**config.mk**
```make
export PLATFORM = sky130hd
export DESIGN_NAME = multi_axis_linear_interpolator
export DESIGN_NICKNAME = d
export VERILOG_FILES = /design/src/hw/rtl/mli_pkg.sv /design/src/hw/rtl/mli_lane.sv /design/src/hw/rtl/mli_merge.sv /design/src/hw/rtl/mli_outbuf.sv /design/src/hw/rtl/multi_axis_linear_interpolator.sv
export SDC_FILE = /design/constraint.sdc
export NUM_CORES = 2
export LEC_CHECK = 0
export BUFFER_PORTS_ARGS = -buffer_cell sky130_fd_sc_hd__buf_2
export CORE_AREA = 2 2 455 457
export CTS_CLUSTER_DIAMETER = 80
export CTS_CLUSTER_SIZE = 8
export DETAILED_ROUTE_END_ITERATION = 8
export DIE_AREA = 0 0 457 459
export MAX_ROUTING_LAYER = met4
export PLACE_DENSITY = 0.5
export SLEW_MARGIN = 20
export SYNTH_ARGS = -nofsm -noshare
export SYNTH_HDL_FRONTEND = slang
export SYNTH_SLANG_ARGS = --single-unit
export TNS_END_PERCENT = 30
```
**constraint.sdc**
```tcl
create_clock -name clock -period 35.1 [get_ports clock]
set_clock_uncertainty 0.1 [all_clocks]
set_input_delay 5.265 -clock clock [delete_from_list [all_inputs] [get_ports clock]]
set_output_delay 5.265 -clock clock [all_outputs]
set_load 0.1 [all_outputs]
```
**src/hw/rtl/mli_pkg.sv**
```systemverilog
// ----------------------------------------------------------------------------
// Multi-axis linear interpolator package
// Shared codes, widths, home positions and the structs that run between
// the lanes, the merge stage and the output buffer.
// ----------------------------------------------------------------------------
package mli_pkg;

   // Number of axis slots in a result frame and widths of the fixed fields.
   localparam int SLOTS      = 7;
   localparam int OUT_POS_W  = 10;
   localparam int TGT_W      = 10;
   localparam int NODE_W     = 11;
   localparam int OPCODE_W   = 2;
   localparam int CSR_IDX_W  = 1;
   localparam int CSR_DATA_W = 11;

   // Opcodes of an input beat.
   localparam logic [OPCODE_W-1:0] OP_TICK = 2'd0;
   localparam logic [OPCODE_W-1:0] OP_SET  = 2'd1;
   localparam logic [OPCODE_W-1:0] OP_HOME = 2'd2;

   // Configuration register indexes.
   localparam logic [CSR_IDX_W-1:0] REG_MOVE_MODE = 1'd0;
   localparam logic [CSR_IDX_W-1:0] REG_NODE_ID   = 1'd1;

   // Move modes.
   localparam logic MODE_EVEN  = 1'b0;
   localparam logic MODE_FIXED = 1'b1;

   // Axis direction codes.
   localparam logic [1:0] DIR_NONE = 2'd0;
   localparam logic [1:0] DIR_UP   = 2'd1;
   localparam logic [1:0] DIR_DOWN = 2'd2;

   // Home position of each axis slot.
   localparam logic [OUT_POS_W-1:0] HOME_POS [SLOTS] = '{
      10'd150, 10'd50, 10'd150, 10'd125, 10'd250, 10'd135, 10'd18
   };

   // Per-beat command from the merge stage to every lane.
   typedef struct packed {
      logic latch_target;
      logic latch_home;
      logic step_even;
      logic final_even;
      logic step_fixed;
   } lane_cmd_type;

   // One result frame as it sits in the output buffer.
   typedef struct packed {
      logic [NODE_W-1:0]                frame_node;
      logic [SLOTS-1:0][OUT_POS_W-1:0]  position;
      logic                             last;
   } frame_type;

endpackage

```
**src/hw/rtl/mli_lane.sv**
```systemverilog
// ----------------------------------------------------------------------------
// Interpolator axis lane
// Holds the position, goal and DDA accumulators of one axis and advances
// them on each command from the merge stage.
// ----------------------------------------------------------------------------
module mli_lane
   import mli_pkg::*;
#(
   parameter int POS_BITS = 10,
   parameter int LANE_IDX = 0
) (
   input  logic                clock,
   input  logic                reset,
   input  lane_cmd_type        cmd,
   input  logic [TGT_W-1:0]    target,
   input  logic [POS_BITS-1:0] largest_span,
   output logic [POS_BITS-1:0] span_new,
   output logic                settled,
   output logic [POS_BITS-1:0] position_next
);

   localparam int ACC_BITS = 2 * POS_BITS;
   localparam logic [POS_BITS-1:0] HOME = POS_BITS'(HOME_POS[LANE_IDX]);

   logic [POS_BITS-1:0] position_ff, position_in;
   logic [POS_BITS-1:0] goal_ff, goal_in;
   logic [1:0]          direction_ff, direction_in;
   logic [POS_BITS-1:0] span_ff, span_in;
   logic [ACC_BITS-1:0] step_acc_ff, step_acc_in;
   logic [ACC_BITS-1:0] tick_acc_ff, tick_acc_in;

   logic [POS_BITS-1:0] goal_new;
   logic                up_new;
   logic                down_new;
   logic                can_step;

   // New goal and its distance from the present position.
   assign goal_new = cmd.latch_home ? HOME : POS_BITS'(target);
   assign up_new   = goal_new > position_ff;
   assign down_new = goal_new < position_ff;
   assign span_new = up_new   ? (goal_new - position_ff) :
                     down_new ? (position_ff - goal_new) : '0;

   assign settled  = (position_ff == goal_ff);
   assign can_step = (direction_ff != DIR_NONE) && !settled &&
                     (step_acc_ff <= tick_acc_ff);

   // Next state of the lane.
   always_comb begin
      position_in  = position_ff;
      goal_in      = goal_ff;
      direction_in = direction_ff;
      span_in      = span_ff;
      step_acc_in  = step_acc_ff;
      tick_acc_in  = tick_acc_ff;
      if (cmd.latch_target || cmd.latch_home) begin
         goal_in      = goal_new;
         direction_in = up_new ? DIR_UP : (down_new ? DIR_DOWN : DIR_NONE);
         span_in      = span_new;
         step_acc_in  = '0;
         tick_acc_in  = '0;
      end else if (cmd.step_even) begin
         if (can_step) begin
            position_in = (direction_ff == DIR_UP) ? (position_ff + 1'b1)
                                                   : (position_ff - 1'b1);
            step_acc_in = step_acc_ff + ACC_BITS'(largest_span);
         end
         tick_acc_in = tick_acc_ff + ACC_BITS'(span_ff);
      end else if (cmd.final_even) begin
         position_in = goal_ff;
      end else if (cmd.step_fixed) begin
         if (goal_ff > position_ff) begin
            position_in = position_ff + 1'b1;
         end else if (goal_ff < position_ff) begin
            position_in = position_ff - 1'b1;
         end
      end
   end

   assign position_next = position_in;

   // Lane registers.
   always_ff @(posedge clock) begin
      if (reset) begin
         position_ff  <= HOME;
         goal_ff      <= HOME;
         direction_ff <= DIR_NONE;
         span_ff      <= '0;
         step_acc_ff  <= '0;
         tick_acc_ff  <= '0;
      end else begin
         position_ff  <= position_in;
         goal_ff      <= goal_in;
         direction_ff <= direction_in;
         span_ff      <= span_in;
         step_acc_ff  <= step_acc_in;
         tick_acc_ff  <= tick_acc_in;
      end
   end

endmodule

```
**src/hw/rtl/mli_merge.sv**
```systemverilog
// ----------------------------------------------------------------------------
// Interpolator merge stage
// Decodes each beat into a lane command, combines the lane spans into the
// largest span and the settled flags into the end-of-move decision.
// ----------------------------------------------------------------------------
module mli_merge
   import mli_pkg::*;
#(
   parameter int AXES     = 7,
   parameter int POS_BITS = 10
) (
   input  logic                clock,
   input  logic                reset,
   input  logic                accept,
   input  logic [OPCODE_W-1:0] opcode,
   input  logic                move_mode,
   input  logic [POS_BITS-1:0] lane_span [AXES],
   input  logic [AXES-1:0]     lane_settled,
   output lane_cmd_type        cmd,
   output logic [POS_BITS-1:0] largest_span,
   output logic                emit,
   output logic                last
);

   logic [POS_BITS-1:0] tick_index_ff, tick_index_in;
   logic [POS_BITS-1:0] largest_ff, largest_in;
   logic                moving_ff, moving_in;

   logic                latch;
   logic                tick;
   logic                even_tick;
   logic                even_done;
   logic                fixed_tick;
   logic [POS_BITS-1:0] span_max;

   // Beat decode.
   assign latch      = accept && ((opcode == OP_SET) || (opcode == OP_HOME));
   assign tick       = accept && (opcode == OP_TICK) && moving_ff;
   assign even_tick  = tick && (move_mode == MODE_EVEN);
   assign fixed_tick = tick && (move_mode == MODE_FIXED);
   assign even_done  = (tick_index_ff >= largest_ff);

   always_comb begin
      cmd.latch_target = accept && (opcode == OP_SET);
      cmd.latch_home   = accept && (opcode == OP_HOME);
      cmd.step_even    = even_tick && !even_done;
      cmd.final_even   = even_tick && even_done;
      cmd.step_fixed   = fixed_tick;
   end

   assign emit = tick;
   assign last = (even_tick && even_done) || (fixed_tick && (&lane_settled));
   assign largest_span = largest_ff;

   // Largest span over the lanes, taken when new goals are latched.
   always_comb begin
      span_max = '0;
      for (int j = 0; j < AXES; j++) begin
         if (lane_span[j] > span_max) begin
            span_max = lane_span[j];
         end
      end
   end

   // Move progress.
   always_comb begin
      tick_index_in = tick_index_ff;
      largest_in    = largest_ff;
      moving_in     = moving_ff;
      if (latch) begin
         tick_index_in = '0;
         largest_in    = span_max;
         moving_in     = 1'b1;
      end else if (tick) begin
         if (cmd.step_even) begin
            tick_index_in = tick_index_ff + 1'b1;
         end
         if (last) begin
            moving_in = 1'b0;
         end
      end
   end

   always_ff @(posedge clock) begin
      if (reset) begin
         tick_index_ff <= '0;
         largest_ff    <= '0;
         moving_ff     <= 1'b0;
      end else begin
         tick_index_ff <= tick_index_in;
         largest_ff    <= largest_in;
         moving_ff     <= moving_in;
      end
   end

endmodule

```
**src/hw/rtl/mli_outbuf.sv**
```systemverilog
// ----------------------------------------------------------------------------
// Interpolator output buffer
// Output register with a skid stage, so that one more beat can be taken
// while a frame waits on a stalled receiver.
// ----------------------------------------------------------------------------
module mli_outbuf
   import mli_pkg::*;
(
   input  logic      clock,
   input  logic      reset,
   input  logic      in_valid,
   input  frame_type in_frame,
   output logic      full,
   output logic      out_valid,
   input  logic      out_stall,
   output frame_type out_frame
);

   logic      main_valid_ff, main_valid_in;
   frame_type main_frame_ff, main_frame_in;
   logic      skid_valid_ff, skid_valid_in;
   frame_type skid_frame_ff, skid_frame_in;
   logic      drain;

   // The output register moves on when it is empty or its beat is taken.
   assign drain = !main_valid_ff || !out_stall;

   always_comb begin
      main_valid_in = main_valid_ff;
      main_frame_in = main_frame_ff;
      skid_valid_in = skid_valid_ff;
      skid_frame_in = skid_frame_ff;
      if (drain) begin
         if (skid_valid_ff) begin
            main_valid_in = 1'b1;
            main_frame_in = skid_frame_ff;
            skid_valid_in = 1'b0;
         end else begin
            main_valid_in = in_valid;
            main_frame_in = in_frame;
         end
      end else if (in_valid) begin
         skid_valid_in = 1'b1;
         skid_frame_in = in_frame;
      end
   end

   always_ff @(posedge clock) begin
      if (reset) begin
         main_valid_ff <= 1'b0;
         skid_valid_ff <= 1'b0;
      end else begin
         main_valid_ff <= main_valid_in;
         skid_valid_ff <= skid_valid_in;
      end
   end

   always_ff @(posedge clock) begin
      main_frame_ff <= main_frame_in;
      skid_frame_ff <= skid_frame_in;
   end

   assign full      = skid_valid_ff;
   assign out_valid = main_valid_ff;
   assign out_frame = main_frame_ff;

endmodule

```
**src/hw/rtl/multi_axis_linear_interpolator.sv**
```systemverilog
// ----------------------------------------------------------------------------
// Multi-axis linear interpolator
// Moves up to seven axis positions toward latched goals, one unit per tick,
// in an even-velocity DDA mode or a fixed single-step mode.
// ----------------------------------------------------------------------------
// Usage:
//   The req_ channel carries one beat per command: a tick, a set-target with
//   seven goals, or a go-home. Set-target and home beats latch new goals from
//   the current positions and produce nothing. A tick during an active move
//   produces one rsp_ beat with the node id and all positions; rsp_last marks
//   the frame that ends the move. Ticks outside a move produce nothing.
//   The csr_ channel writes move_mode (index 0) and node_id (index 1); it is
//   always ready. It must be written only while the block is idle; the
//   block itself does not enforce this. The frame of an accepted tick is
//   registered. One beat is taken every cycle while req_stall is low: each
//   axis lane updates with one add and compare on its accumulators.
//   When the receiver stalls, the waiting frame holds and one further beat
//   is caught in a skid register; req_stall rises only once that is full.
//   Reset puts every axis at its home position with no move in progress,
//   move_mode at even velocity and node_id at zero.
// ----------------------------------------------------------------------------
module multi_axis_linear_interpolator
   import mli_pkg::*;
#(
   parameter int AXES     = 7,
   parameter int POS_BITS = 10
) (
   input  logic                  clock,
   input  logic                  reset,
   input  logic                  req_valid,
   output logic                  req_stall,
   input  logic [OPCODE_W-1:0]   req_opcode,
   input  logic [TGT_W-1:0]      req_target0,
   input  logic [TGT_W-1:0]      req_target1,
   input  logic [TGT_W-1:0]      req_target2,
   input  logic [TGT_W-1:0]      req_target3,
   input  logic [TGT_W-1:0]      req_target4,
   input  logic [TGT_W-1:0]      req_target5,
   input  logic [TGT_W-1:0]      req_target6,
   output logic                  rsp_valid,
   input  logic                  rsp_stall,
   output logic [NODE_W-1:0]     rsp_frame_node,
   output logic [OUT_POS_W-1:0]  rsp_position0,
   output logic [OUT_POS_W-1:0]  rsp_position1,
   output logic [OUT_POS_W-1:0]  rsp_position2,
   output logic [OUT_POS_W-1:0]  rsp_position3,
   output logic [OUT_POS_W-1:0]  rsp_position4,
   output logic [OUT_POS_W-1:0]  rsp_position5,
   output logic [OUT_POS_W-1:0]  rsp_position6,
   output logic                  rsp_last,
   input  logic                  csr_valid,
   output logic                  csr_ready,
   input  logic [CSR_IDX_W-1:0]  csr_index,
   input  logic [CSR_DATA_W-1:0] csr_wdata
);

   logic                move_mode_ff, move_mode_in;
   logic [NODE_W-1:0]   node_id_ff, node_id_in;

   logic                accept;
   logic [TGT_W-1:0]    target_all [SLOTS];
   lane_cmd_type        cmd;
   logic [POS_BITS-1:0] largest_span;
   logic [POS_BITS-1:0] lane_span [AXES];
   logic [AXES-1:0]     lane_settled;
   logic [POS_BITS-1:0] lane_pos_next [AXES];
   logic                emit;
   logic                last;
   logic [SLOTS-1:0][OUT_POS_W-1:0] frame_pos;
   frame_type           frame_new;
   frame_type           frame_out;
   logic                buf_full;

   // Configuration registers.
   assign csr_ready = 1'b1;

   always_comb begin
      move_mode_in = move_mode_ff;
      node_id_in   = node_id_ff;
      if (csr_valid && csr_ready) begin
         unique case (csr_index)
            REG_MOVE_MODE: move_mode_in = csr_wdata[0];
            REG_NODE_ID:   node_id_in   = NODE_W'(csr_wdata);
            default:       ;
         endcase
      end
   end

   always_ff @(posedge clock) begin
      if (reset) begin
         move_mode_ff <= MODE_EVEN;
         node_id_ff   <= '0;
      end else begin
         move_mode_ff <= move_mode_in;
         node_id_ff   <= node_id_in;
      end
   end

   // Input handshake.
   assign req_stall = buf_full;
   assign accept    = req_valid && !req_stall;

   assign target_all[0] = req_target0;
   assign target_all[1] = req_target1;
   assign target_all[2] = req_target2;
   assign target_all[3] = req_target3;
   assign target_all[4] = req_target4;
   assign target_all[5] = req_target5;
   assign target_all[6] = req_target6;

   // Beat decode and merging of the lane results.
   mli_merge #(
      .AXES     (AXES),
      .POS_BITS (POS_BITS)
   ) u_merge (
      .clock        (clock),
      .reset        (reset),
      .accept       (accept),
      .opcode       (req_opcode),
      .move_mode    (move_mode_ff),
      .lane_span    (lane_span),
      .lane_settled (lane_settled),
      .cmd          (cmd),
      .largest_span (largest_span),
      .emit         (emit),
      .last         (last)
   );

   // One lane per axis; unused slots report zero.
   for (genvar j = 0; j < SLOTS; j++) begin : g_slot
      if (j < AXES) begin : g_lane
         mli_lane #(
            .POS_BITS (POS_BITS),
            .LANE_IDX (j)
         ) u_lane (
            .clock         (clock),
            .reset         (reset),
            .cmd           (cmd),
            .target        (target_all[j]),
            .largest_span  (largest_span),
            .span_new      (lane_span[j]),
            .settled       (lane_settled[j]),
            .position_next (lane_pos_next[j])
         );
         assign frame_pos[j] = OUT_POS_W'(lane_pos_next[j]);
      end else begin : g_unused
         assign frame_pos[j] = '0;
      end
   end

   always_comb begin
      frame_new.frame_node = node_id_ff;
      frame_new.position   = frame_pos;
      frame_new.last       = last;
   end

   // Output register and skid stage.
   mli_outbuf u_outbuf (
      .clock     (clock),
      .reset     (reset),
      .in_valid  (emit),
      .in_frame  (frame_new),
      .full      (buf_full),
      .out_valid (rsp_valid),
      .out_stall (rsp_stall),
      .out_frame (frame_out)
   );

   assign rsp_frame_node = frame_out.frame_node;
   assign rsp_position0  = frame_out.position[0];
   assign rsp_position1  = frame_out.position[1];
   assign rsp_position2  = frame_out.position[2];
   assign rsp_position3  = frame_out.position[3];
   assign rsp_position4  = frame_out.position[4];
   assign rsp_position5  = frame_out.position[5];
   assign rsp_position6  = frame_out.position[6];
   assign rsp_last       = frame_out.last;

endmodule
```
# == After elaboration in Yosys (flattened, before gate mapping) ==
# Index checks and enable logic that the tools add are counted.
# word_totals
ff_bits,703
# op_classes
n_reduce_logical,66
n_lt_le_gt_ge,43
n_eq_ne,16
bitwise,3
muxes,103
add_sub_neg,43
# ops
op,count
$mux 10,84
$add 20x10->20,14
$gt 10x10->1,20
$le 20x20->1,7
$lt 10x10->1,14
$sub 10x10->10,14
$mux 82,1
$add 10x1->10 const B,8
$eq 10x10->1,7
$sub 10x1->10 const B,7
$mux 2,14
$logic_and 1x1->1,25
$reduce_and 2->1,12
$reduce_bool 2->1,9
$eq 2x1->1 const B,8
$logic_not 1->1,11
$ge 10x10->1,1
$gt 10x1->1 const B,1
$reduce_and 7->1,1
$reduce_or 2->1,3
$logic_or 1x1->1,4
$mux 1,4
$not 1->1,3
$eq 2x2->1 const B,1
$logic_not 2->1,1

# == Longest topological paths before layout ==
# logic_depth
depth_word,21
mapped_depth,81

# == Modules after synthesis ==
# Synthesis repeated with hierarchy kept, for this count alone.
# hier_totals
cells_unflattened,6796
hier_area_um2,56320.3
# modules_own_cells
module,area_per_inst_um2,cells_each,instances,seq_area_each_um2
mli_lane (g_slot[2].g_lane.u_lane),6641.4,845,1,1441.4
mli_lane (g_slot[0].g_lane.u_lane),6618.8,874,1,1441.4
mli_lane (g_slot[6].g_lane.u_lane),6562.5,850,1,1441.4
mli_lane (g_slot[4].g_lane.u_lane),6560.0,873,1,1441.4
mli_lane (g_slot[3].g_lane.u_lane),6527.5,843,1,1441.4
mli_lane (g_slot[5].g_lane.u_lane),6507.5,864,1,1441.4
mli_lane (g_slot[1].g_lane.u_lane),6307.3,818,1,1441.4
mli_outbuf,6266.0,262,1,4964.8
mli_merge,3752.3,510,1,420.4
multi_axis_linear_interpolator,576.8,57,1,240.2

# == Least setup slack after synthesis ==
# OpenSTA, ideal clock, no wires.
# synth_path
path_kind,in2reg
start,in req_opcode[0]
end,reg u_merge.largest_ff[7] (netlist: u_merge.largest_span[7])
stages,66
path_buffers,7
path_slack_ns,15.644
arrival_time_ns,19.219
setup_time_ns,0.137
required_ns,34.863
path_cell_list,inv_1 > ha_1 > and3b_1 > clkbuf_1 > buf_1 > nor2b_1 > ha_1 > a21o_1 > o41ai_1 > clkbuf_1 > nor2_1 > and4_1 > or4b_2 > ha_1 > nand4_1 > nor3_1 > a21oi_1 > a31oi_1 > (+30 left out) > ha_1 > a21o_1 > a21o_1 > a21oi_1 > nand2_1 > o31ai_1 > mux2_2 > a211oi_4 > or3b_1 > and2_1 > ha_1 > nand4_1 > nor3_1 > a2111oi_0 > a31oi_1 > nand2_1 > o22ai_1 > a311oi_2
# synth_between
word_cells_on_any_way,68
cone_classes,14 x add/sub; 21 x order compare; 2 x eq/ne; 28 x mux; 3 x reduce/logical
# synth_rtl
item,line_no,text
start: declaration,multi_axis_linear_interpolator.sv:32,"input logic [OPCODE_W-1:0] req_opcode,"
$eq 2x2->1 *,mli_merge.sv:45,cmd.latch_home = accept && (opcode == OP_HOME);
$logic_and 1x1->1 *,mli_merge.sv:45,
$mux 10 *,mli_lane.sv:38,assign goal_new = cmd.latch_home ? HOME : POS_BITS'(target);
via g_slot[1].g_lane.u_lane.goal_new[9],mli_lane.sv:32,logic [POS_BITS-1:0] goal_new;
$lt 10x10->1,mli_lane.sv:40,assign down_new = goal_new < position_ff;
$mux 10,mli_lane.sv:42,down_new ? (position_ff - goal_new) : '0;
$mux 10 *,mli_lane.sv:41,assign span_new = up_new ? (goal_new - position_ff) :
via g_slot[1].g_lane.u_lane.span_new[7],mli_lane.sv:17,"output logic [POS_BITS-1:0] span_new,"
(+4 left out),-,
$gt 10x10->1,mli_merge.sv:59,if (lane_span[j] > span_max) begin
$mux 10 *,mli_merge.sv:59,
$gt 10x10->1,mli_merge.sv:59,
$mux 10 *,mli_merge.sv:59,
$gt 10x10->1,mli_merge.sv:59,
$mux 10 *,mli_merge.sv:59,
$gt 10x10->1,mli_merge.sv:59,
$mux 10 *,mli_merge.sv:59,
end signal: assignment,mli_merge.sv:91,largest_ff <= largest_in;
end: declaration,mli_merge.sv:26,"logic [POS_BITS-1:0] largest_ff, largest_in;"
# The timed path passes the listed nets; every way through them passes the cells marked *.
# A chain may end at the register's enable or synchronous reset.

# == Worst setup path in the final report ==
# layout_path
start,in req_opcode[0]
end,reg u_merge.largest_ff[7] (netlist: u_merge.largest_span[7])
# layout_between
elab_chain_cells,20
word_cells_on_any_way,68
cone_classes,14 x add/sub; 21 x order compare; 2 x eq/ne; 28 x mux; 3 x reduce/logical
# layout_lines
item,line_no
$eq 2x2->1,"mli_merge.sv:37, mli_merge.sv:45"
$logic_and 1x1->1,mli_merge.sv:45
$mux 10,mli_lane.sv:38
$sub 10x10->10 / $lt 10x10->1 (equally long branches),"mli_lane.sv:42, mli_lane.sv:40"
$mux 10,mli_lane.sv:42
$mux 10,mli_lane.sv:41
$gt 10x1->1,mli_merge.sv:59
$mux 10,mli_merge.sv:59
(+4 left out),-
$gt 10x10->1,mli_merge.sv:59
$mux 10,mli_merge.sv:59
$gt 10x10->1,mli_merge.sv:59
$mux 10,mli_merge.sv:59
$gt 10x10->1,mli_merge.sv:59
$mux 10,mli_merge.sv:59
$gt 10x10->1,mli_merge.sv:59
$mux 10,mli_merge.sv:59
# Parallel ways exist; a longest one is shown, timed or not.

==> impl_metrics.tcl <==
set metrics [dict create \
    outcome "finished clean" \
    vias_per_cell 5.036 \
    grt_pass1_wl_um 275200 \
    io_pins 174 \
    powerDensity_nw_per_um2 57.24 \
    yosysSeqAreaShare 0.3082 \
    final-hold-violation-count 0 \
    finalSetupViolCount 0 \
    critical_path_required_ns 35.60 \
    yosysWarnings 0 \
    avgRoutedWirePerCell_um 19.70 \
    die_area_um2 209800 \
    place_hpwl_um 137000 \
    p_int_uw 1933 \
    wl_um 180100 \
    cpLargestDelayFamily "compound AO/OA/AOI/OAI gates" \
    avgSynthCellArea_um2 8.036 \
    slowest_stage "a31oi_1" \
    ys_seq_elements 703 \
    initialDrtViolationCount 3470 \
    layout_min_cycle_time_ns 21.42 \
    place.gp.congestion 0.9161 \
    track_usage 0.1719 \
    path_clk_slew_ns 0.05 \
    clock_sinks 703 \
    h-tree-depth 3 \
    postRouteAntennaNets 0 \
    synth_nets 7028 \
    hold_end "u_outbuf.skid_frame_ff[75]$_DFFE_PP_" \
    rsz0062_at_grt "false" \
    first_global_vias 44170 \
    seqPwrFrac 0.268 \
    ys.flop_type "dfxtp_1" \
    synth_cell_types 115 \
    worstRegToRegCells 61 \
    synthToLayoutAreaGrowth_pct 13.13 \
    max_freq_mhz 46.69 \
    cp-end-kind "register" \
    cts_buffers 101 \
    clk_latency_ns 0.73 \
    final_nets 7079 \
    async_flop_share 0 \
    clkPwrFrac 0.279 \
    min_period_over_period 0.6101 \
    synth_edf_count 164 \
    slew_headroom 0.2773 \
    start_util 0.2480 \
    crit_fanout 25 \
    worstReg2RegStart "u_outbuf.full$_SDFFE_PP0P_" \
    grt_max_degree 161 \
    cts_hold_buf 0 \
    pwr-share-comb 0.452 \
    cp-start-kind "primary input" \
    die_width_um 457 \
    finalPower_uw 3302 \
    tightest_slew_ns 1.084 \
    cpPeakStageDelay_ns 0.73 \
    coreArea_um2 205600 \
    synth_cells 6345 \
    hp-start "node_id_ff[4]$_SDFFE_PP0P_" \
    first_pass_iters 6 \
    crit_buf_inv 9 \
    portBuffers 172 \
    critical_path_class "primary input to register" \
    rrSetupSlack_ns 18.04 \
    cts_setup_buffers 0 \
    p_leak_uw 0.02356 \
    root_buffer "clkbuf_16" \
    cts_tree "done" \
    row_count 167 \
    drive_above_1_share 0.07967 \
    overflow 0 \
    max_cap_violations 0 \
    rr_endpoint "u_merge.largest_span[7]$_SDFFE_PP0P_" \
    maxSlewViolCount 0 \
    drc 0 \
    ir_drop_v 0.00009287 \
    cts_buffer_depth 3 \
    swShare 0.4145 \
    min_path_type "register to register" \
    via_count 46050 \
    cts_resized 0 \
    antenna_found_initial 3 \
    switching_power_uw 1369 \
    synthesis.area_um2 50990 \
    holdPathStages 0 \
    cp.arrival_ns 21.91 \
    fin_tns_setup_ns 0 \
    die_y_um 459 \
]
==> layout make-up <==
cell class | instances | area, µm²
tap | 2704 | 3383
clock buffer | 136 | 2700
antenna | 1 | 2.502
clock inverter | 10 | 182.7
sequential | 703 | 15720
fill | 22330 | 147900
timing repair buffer | 249 | 1486
multi-input combinational | 4838 | 32320
inverter | 503 | 1888
==> sequential cells by signal, summed over array words and instances, names as in the netlist <==
register	cells
u_outbuf.out_valid	1
g_slot.g_lane.u_lane.position_ff	70
u_merge.largest_span	10
g_slot.g_lane.u_lane.span_ff	70
u_outbuf.out_frame	82
g_slot.g_lane.u_lane.step_acc_ff	140
move_mode_ff	1
u_outbuf.skid_frame_ff	82
g_slot.g_lane.u_lane.direction_ff	14
u_outbuf.full	1
u_merge.moving_ff	1
u_merge.tick_index_ff	10
node_id_ff	11
g_slot.g_lane.u_lane.tick_acc_ff	140
g_slot.g_lane.u_lane.goal_ff	70
==> how the worst max path moves through the flow <==
stage,slack (ns),start,end,depth (start not counted)
finish,13.68,req_opcode[0],u_merge.largest_span[7]$_SDFFE_PP0P_,62
global route,12.27,req_opcode[0],u_merge.largest_span[7]$_SDFFE_PP0P_,62
CTS,13.39,req_opcode[0],u_merge.largest_span[7]$_SDFFE_PP0P_,62
detailed placement,12.64,req_opcode[0],u_merge.largest_span[7]$_SDFFE_PP0P_,62
global placement,12.82,req_opcode[0],u_merge.largest_span[7]$_SDFFE_PP0P_,62
floorplan,15.64,req_opcode[0],u_merge.largest_span[7]$_SDFFE_PP0P_,66
==> Yosys cell counts (61+ instances only) <==
master    instances  share of area
nor2_1          586          0.043
inv_1           498          0.037
a21oi_1         576          0.057
a21o_1          215          0.032
dfxtp_1         539           0.21
nor2b_1         130          0.016
ha_1            566           0.14
clkbuf_1        238          0.018
o21ai_0         325          0.032
nand2b_1         64         0.0079
nand2_1         714          0.053
o22ai_1          68         0.0083
nor3_1          140          0.014
o21a_1           61         0.0090
xor2_1           72          0.012
xnor2_1         170          0.029
nand3_1         121          0.012
nand4_1          91          0.011
edfxtp_1        164          0.097
==> cells by family (layout without fill, tap and decap cells) <==
| family | Yosys count | in the layout | share of synthesized area |
|---|---|---|---|
| AOI/OAI and AO/OA | 1815 | 1815 | 0.2309 |
| xor gates and xnor gates | 242 | 242 | 0.04157 |
| adders and majority gates | 594 | 594 | 0.1499 |
| buffers and inverters | 804 | 898 | 0.06066 |
| DFF | 703 | 703 | 0.3082 |
| muxes | 87 | 87 | 0.01838 |
| other | 1 | 2 | 0.00007354 |
| and+or+nand+nor | 2099 | 2099 | 0.1903 |
==> placed cells by master, fill, tap and decap left out, types with 68 or more instances in the layout <==
cell type	synthesis	layout
buf_4	3	74
dfxtp_1	539	538
nand4_1	91	91
nand2_1	714	712
nor3_1	140	140
inv_1	498	498
a21o_1	215	215
xor2_1	72	72
clkbuf_16	0	102
o21ai_0	325	320
o22ai_1	68	68
buf_2	21	171
nor2b_1	130	130
xnor2_1	170	170
ha_1	566	566
nand3_1	121	121
edfxtp_1	164	164
nor2_1	586	580
a21oi_1	576	576
==> per-layer routing <==
metal / up-vias / track usage / share of wire
li1: 22620 / - / -
met1: 22000 / 0.2321 / 0.48
met2: 1213 / 0.2674 / 0.44
met3: 211 / 0.01806 / 0.049
met4: 0 / 0.05731 / 0.032
met5: - / - / 0
==> power groups by stage <==
stage,clock [µW],sequential (µW),combinational [µW]
detailed placement,0,902,1480
global route,983,888,1660
floorplan,0,935,1060
finish,922,886,1490
global placement,0,902,1480
CTS,953,886,1490
==> per-stage QoR <==
| step | utilization | instances | hold slack, ns | setup WS (ns) | cell area [µm²] |
|---|---|---|---|---|---|
| after floorplan | - | 6345 | 0.3261 | 15.64 | 50990 |
| after global placement | 0.2665 | 8997 | 0.3335 | 12.82 | 54800 |
| after detailed placement | 0.2665 | 8997 | 0.3383 | 12.64 | 54800 |
| after CTS | 0.2805 | 9143 | 0.3515 | 13.39 | 57680 |
| after global routing | 0.2806 | 9144 | 0.3581 | 12.27 | 57690 |
| final | 0.2806 | 9144 | 0.3481 | 13.68 | 57690 |
No activity file was read; power rests on OpenSTA's default activity.
